[src/rtl/fbpw_pkg.sv]
package fbpw_pkg;

  localparam int CFG_W = 9;
  localparam int CH_W = 8;
  localparam int NUM_CH = 3;
  localparam int ALPHA_LSB = 24;
  localparam int MIX_W = 16;

  localparam logic [1:0] ACT_PLAIN = 2'd0;
  localparam logic [1:0] ACT_BLEND = 2'd1;
  localparam logic [1:0] ACT_CLEAR = 2'd2;

  localparam logic [1:0] STATUS_WRITTEN = 2'd0;
  localparam logic [1:0] STATUS_CLIPPED = 2'd1;
  localparam logic [1:0] STATUS_CLEARED = 2'd2;

  localparam logic [7:0] CH_MAX = 8'hFF;

  typedef enum logic [2:0] {
    ST_IDLE,
    ST_READ,
    ST_MUL,
    ST_DONE,
    ST_CLEAR
  } state_t;

  function automatic logic [CH_W-1:0] div255(input logic [MIX_W-1:0] x);
    logic [MIX_W:0] t;
    t = {1'b0, x} + {9'd0, x[MIX_W-1:CH_W]} + 17'd1;
    return t[MIX_W-1:CH_W];
  endfunction

endpackage

[src/rtl/fbpw_blend.sv]
module fbpw_blend import fbpw_pkg::*; (
  input  logic        clk,
  input  logic        en,
  input  logic [31:0] old_pix,
  input  logic [31:0] new_pix,
  output logic [23:0] mix
);

  logic [MIX_W-1:0] sum_r   [NUM_CH];
  logic [MIX_W-1:0] sum_nxt [NUM_CH];
  logic [CH_W-1:0]  alpha;
  logic [CH_W-1:0]  inv_alpha;

  assign alpha = new_pix[ALPHA_LSB +: CH_W];
  assign inv_alpha = CH_MAX - alpha;

  always_comb begin
    for (int i = 0; i < NUM_CH; i++) begin
      sum_nxt[i] = MIX_W'(old_pix[i*CH_W +: CH_W] * inv_alpha)
                 + MIX_W'(new_pix[i*CH_W +: CH_W] * alpha);
    end
  end

  always_ff @(posedge clk) begin
    if (en) begin
      for (int i = 0; i < NUM_CH; i++) begin
        sum_r[i] <= sum_nxt[i];
      end
    end
  end

  always_comb begin
    for (int i = 0; i < NUM_CH; i++) begin
      mix[i*CH_W +: CH_W] = div255(sum_r[i]);
    end
  end

endmodule

[config.mk]
export PLATFORM = sky130hd
export DESIGN_NAME = fbpw_blend
export DESIGN_NICKNAME = d
export VERILOG_FILES = /design/src/rtl/fbpw_pkg.sv /design/src/rtl/fbpw_blend.sv
export SDC_FILE = /design/constraint.sdc
export NUM_CORES = 1
export LEC_CHECK = 0
export BUFFER_PORTS_ARGS = -buffer_cell sky130_fd_sc_hd__buf_2
export CAP_MARGIN = 5
export CORE_UTILIZATION = 39
export CTS_BUF_LIST = sky130_fd_sc_hd__clkbuf_4 sky130_fd_sc_hd__clkbuf_8 sky130_fd_sc_hd__clkbuf_16
export DETAILED_ROUTE_END_ITERATION = 10
export GPL_TIMING_DRIVEN = 0
export PLACE_DENSITY_LB_ADDON = 0.08
export RECOVER_POWER = 50
export SLEW_MARGIN = 40
export SYNTH_ARGS = -nofsm -noshare
export SYNTH_HDL_FRONTEND = slang
export SYNTH_SLANG_ARGS = --single-unit
export TNS_END_PERCENT = 5
[constraint.sdc]
create_clock -name clk -period 11.7 [get_ports clk]
set_input_delay 1.755 -clock clk [delete_from_list [all_inputs] [get_ports clk]]
set_output_delay 1.755 -clock clk [all_outputs]
set_load 0.1 [all_outputs]
==> metrics.cfg <==
[global_routing]
grt_pass1_vias=11750
overflow=0
antenna_found_initial=2
grt_max_degree=49
grt_pass1_wl_um=64070
track_usage_pct=20.71

[placement]
gp_congestion=0.8216
hpwlAfterDp_um=33080
dp.cells=2243
place_ws_ps=3523
port_buffers=73

[routing]
wl_per_cell_um=17.46
highest_layer=met4
routed_wl_um=39300
antenna_left=0
drt-met1-wl_um=18410
dr.first_iter.drc_count=373
wl_met2_um=18980
dr.pass1.iters=4
routed_via_density=4.811
drc=0
wl_met3_um=1072
vias=10830

[synth]
yosysMostFrequentCell=inv_1
synth_top_cell_area_share_pct=37.13
ys_seq_area_share_pct=9.282
synth_cell_types=47
synth_top_flop_cell=edfxtp_1
syn-instance-count=1650
syn_avg_cell_area_um2=9.411
yosys-top-cells-count=inv_1 (420), fa_1 (288), ha_1 (207)
yosysTopAreaCell=fa_1
synth_edf_count=48
synthArstFlopShare_pct=0
synthTopCellsByArea=fa_1 (37%), ha_1 (17%), inv_1 (10%)
ys_seq_elements=48
ys.warnings.count=0
syn_area_um2=15530

[critical_path]
cp-start-kind=primary input
critical_path.most_common_cell=fa_1
slowest_stage=clkbuf_1
worst_ep_required_time_ps=11790
critPathCaptureType=register
max_stage_delay_ps=610
arrival_ps=7990
path_class=in -> reg
cp_max_fo=10
crit_path_cell_trace=clkbuf_1 -> clkbuf_1 -> and2_1 -> fa_1 -> fa_1 -> fa_1 -> fa_1 -> fa_1 -> inv_1 -> fa_1 -> inv_1 -> ha_1 -> a21oi_1 -> nand2_1 -> a31o_1 -> a221o_1 -> a2111o_1 -> o2111ai_1

[min_path]
hold_class=in -> reg

[timing]
slew_headroom_pct=-89.88
final_hold_viol_count=0
worst_slew_pin_slew_ps=2848
final.setup.tns_ps=0
finalCritPeriodShare_pct=67.48
drv_slew=49
min_period_ps=7895
setup_viol=0
fin_ws_ps=3805
rsz0062_at_grt=no
max_freq_mhz=126.7

[clock_network]
clk_pin_slew_ps=70
cts-root-buf=clkbuf_16
cts_made_buffers=5
cts_tree=done
clock_sinks=48
htree_levels=2
cts_hold_buf=0
cts_resized=0
clockBufferDepth=2
cts_setup_buffers=0

[floorplanning]
core_area_um2=38920
die_x_um=201.5
die_h_um=201.5
io_pins=90
row_count=72
dieArea_um2=40620
initial_core_util_pct=39.90

[cells_and_area]
finalNonFillerCells=2251
layout-drive-gt1-share_pct=5.136
top_register=sum_r
antennaDiodeCount=0
area_growth_pct=7.695
largest_reg_flops=48
fin_nets=2293
largestRegisters=sum_r: 48 flops

[outcome]
outcome=finished with violations
violations=capacitance limit, slew limit

[job]
cap_violations=1

==> cells in the final DEF (no fill, tap or decap), types with 6 or more instances in the layout <==
cell type	instances
xnor2_1	49
a211oi_1	8
nand3_1	12
nor2b_1	112
clkbuf_2	8
nand2_1	76
fa_1	288
o21bai_1	6
clkbuf_1	42
nand2b_1	83
o21a_1	8
xor2_1	17
and2_1	131
o21ai_0	16
a21o_1	13
nor2_1	11
buf_2	67
o21ai_1	9
nand4_1	9
inv_1	420
edfxtp_1	48
a21oi_1	37
ha_1	207
==> logic make-up (layout without fill, tap and decap cells) <==
kind of cell             after synthesis  after routing  share of synthesized area (%)
flip-flops                            48             48                          9.282
other                                  1              3                        0.02415
XOR/XNOR                              66             66                          3.722
buffers and inverters                464            545                          11.22
adder cells (fa/ha/maj)              495            495                          53.81
AO/OA/AOI/OAI                        124            124                          5.117
AND/OR/NAND/NOR                      448            448                          16.55
multiplexers                           4              4                         0.2820
==> worst max-delay path, delay by kind of cell <==
family	cells	cell delay, ps
simple gates	2	310
compound gates	5	1370
fa+ha+maj	7	3240
buf+inv	4	1300
==> metal layers <==
metal  track usage [%]  vias up
met3             1.571       38
met5                 0        -
met4             5.114        0
li1                  -     5131
met2             35.38      143
met1             28.42     5518
==> per-stage QoR <==
step | utilization, % | cell area [um^2] | hold slack, ps
finish | 42.97 | 16720 | 1920
detailed placement | 42.56 | 16560 | 2243
floorplan | - | 15540 | 1868
global placement | 42.53 | 16550 | 2239
CTS | 43.00 | 16730 | 1908
global route | 42.97 | 16720 | 1932
==> final timing paths <==
path / slack [ps] / cells after the start / endpoint / startpoint
worst min-delay path: 1920 / 2 / sum_r[0][16]$_DFFE_PP_ / old_pix[8]
worst max-delay path: 3800 / 18 / sum_r[0][29]$_DFFE_PP_ / new_pix[28]
==> cell type report <==
type	count	area [um^2]
Buffer	44	175.2
Fill cell	3967	22190
Clock inverter	3	46.29
Multi-Input combinational cell	1140	12350
Inverter	420	1577
Clock buffer	5	125.1
Sequential cell	48	1441
Timing Repair Buffer	73	357.8
Tap cell	518	648.1
Power is not shown: default switching activity piles up to over one toggle a cycle in this logic, so the estimate is an artifact.
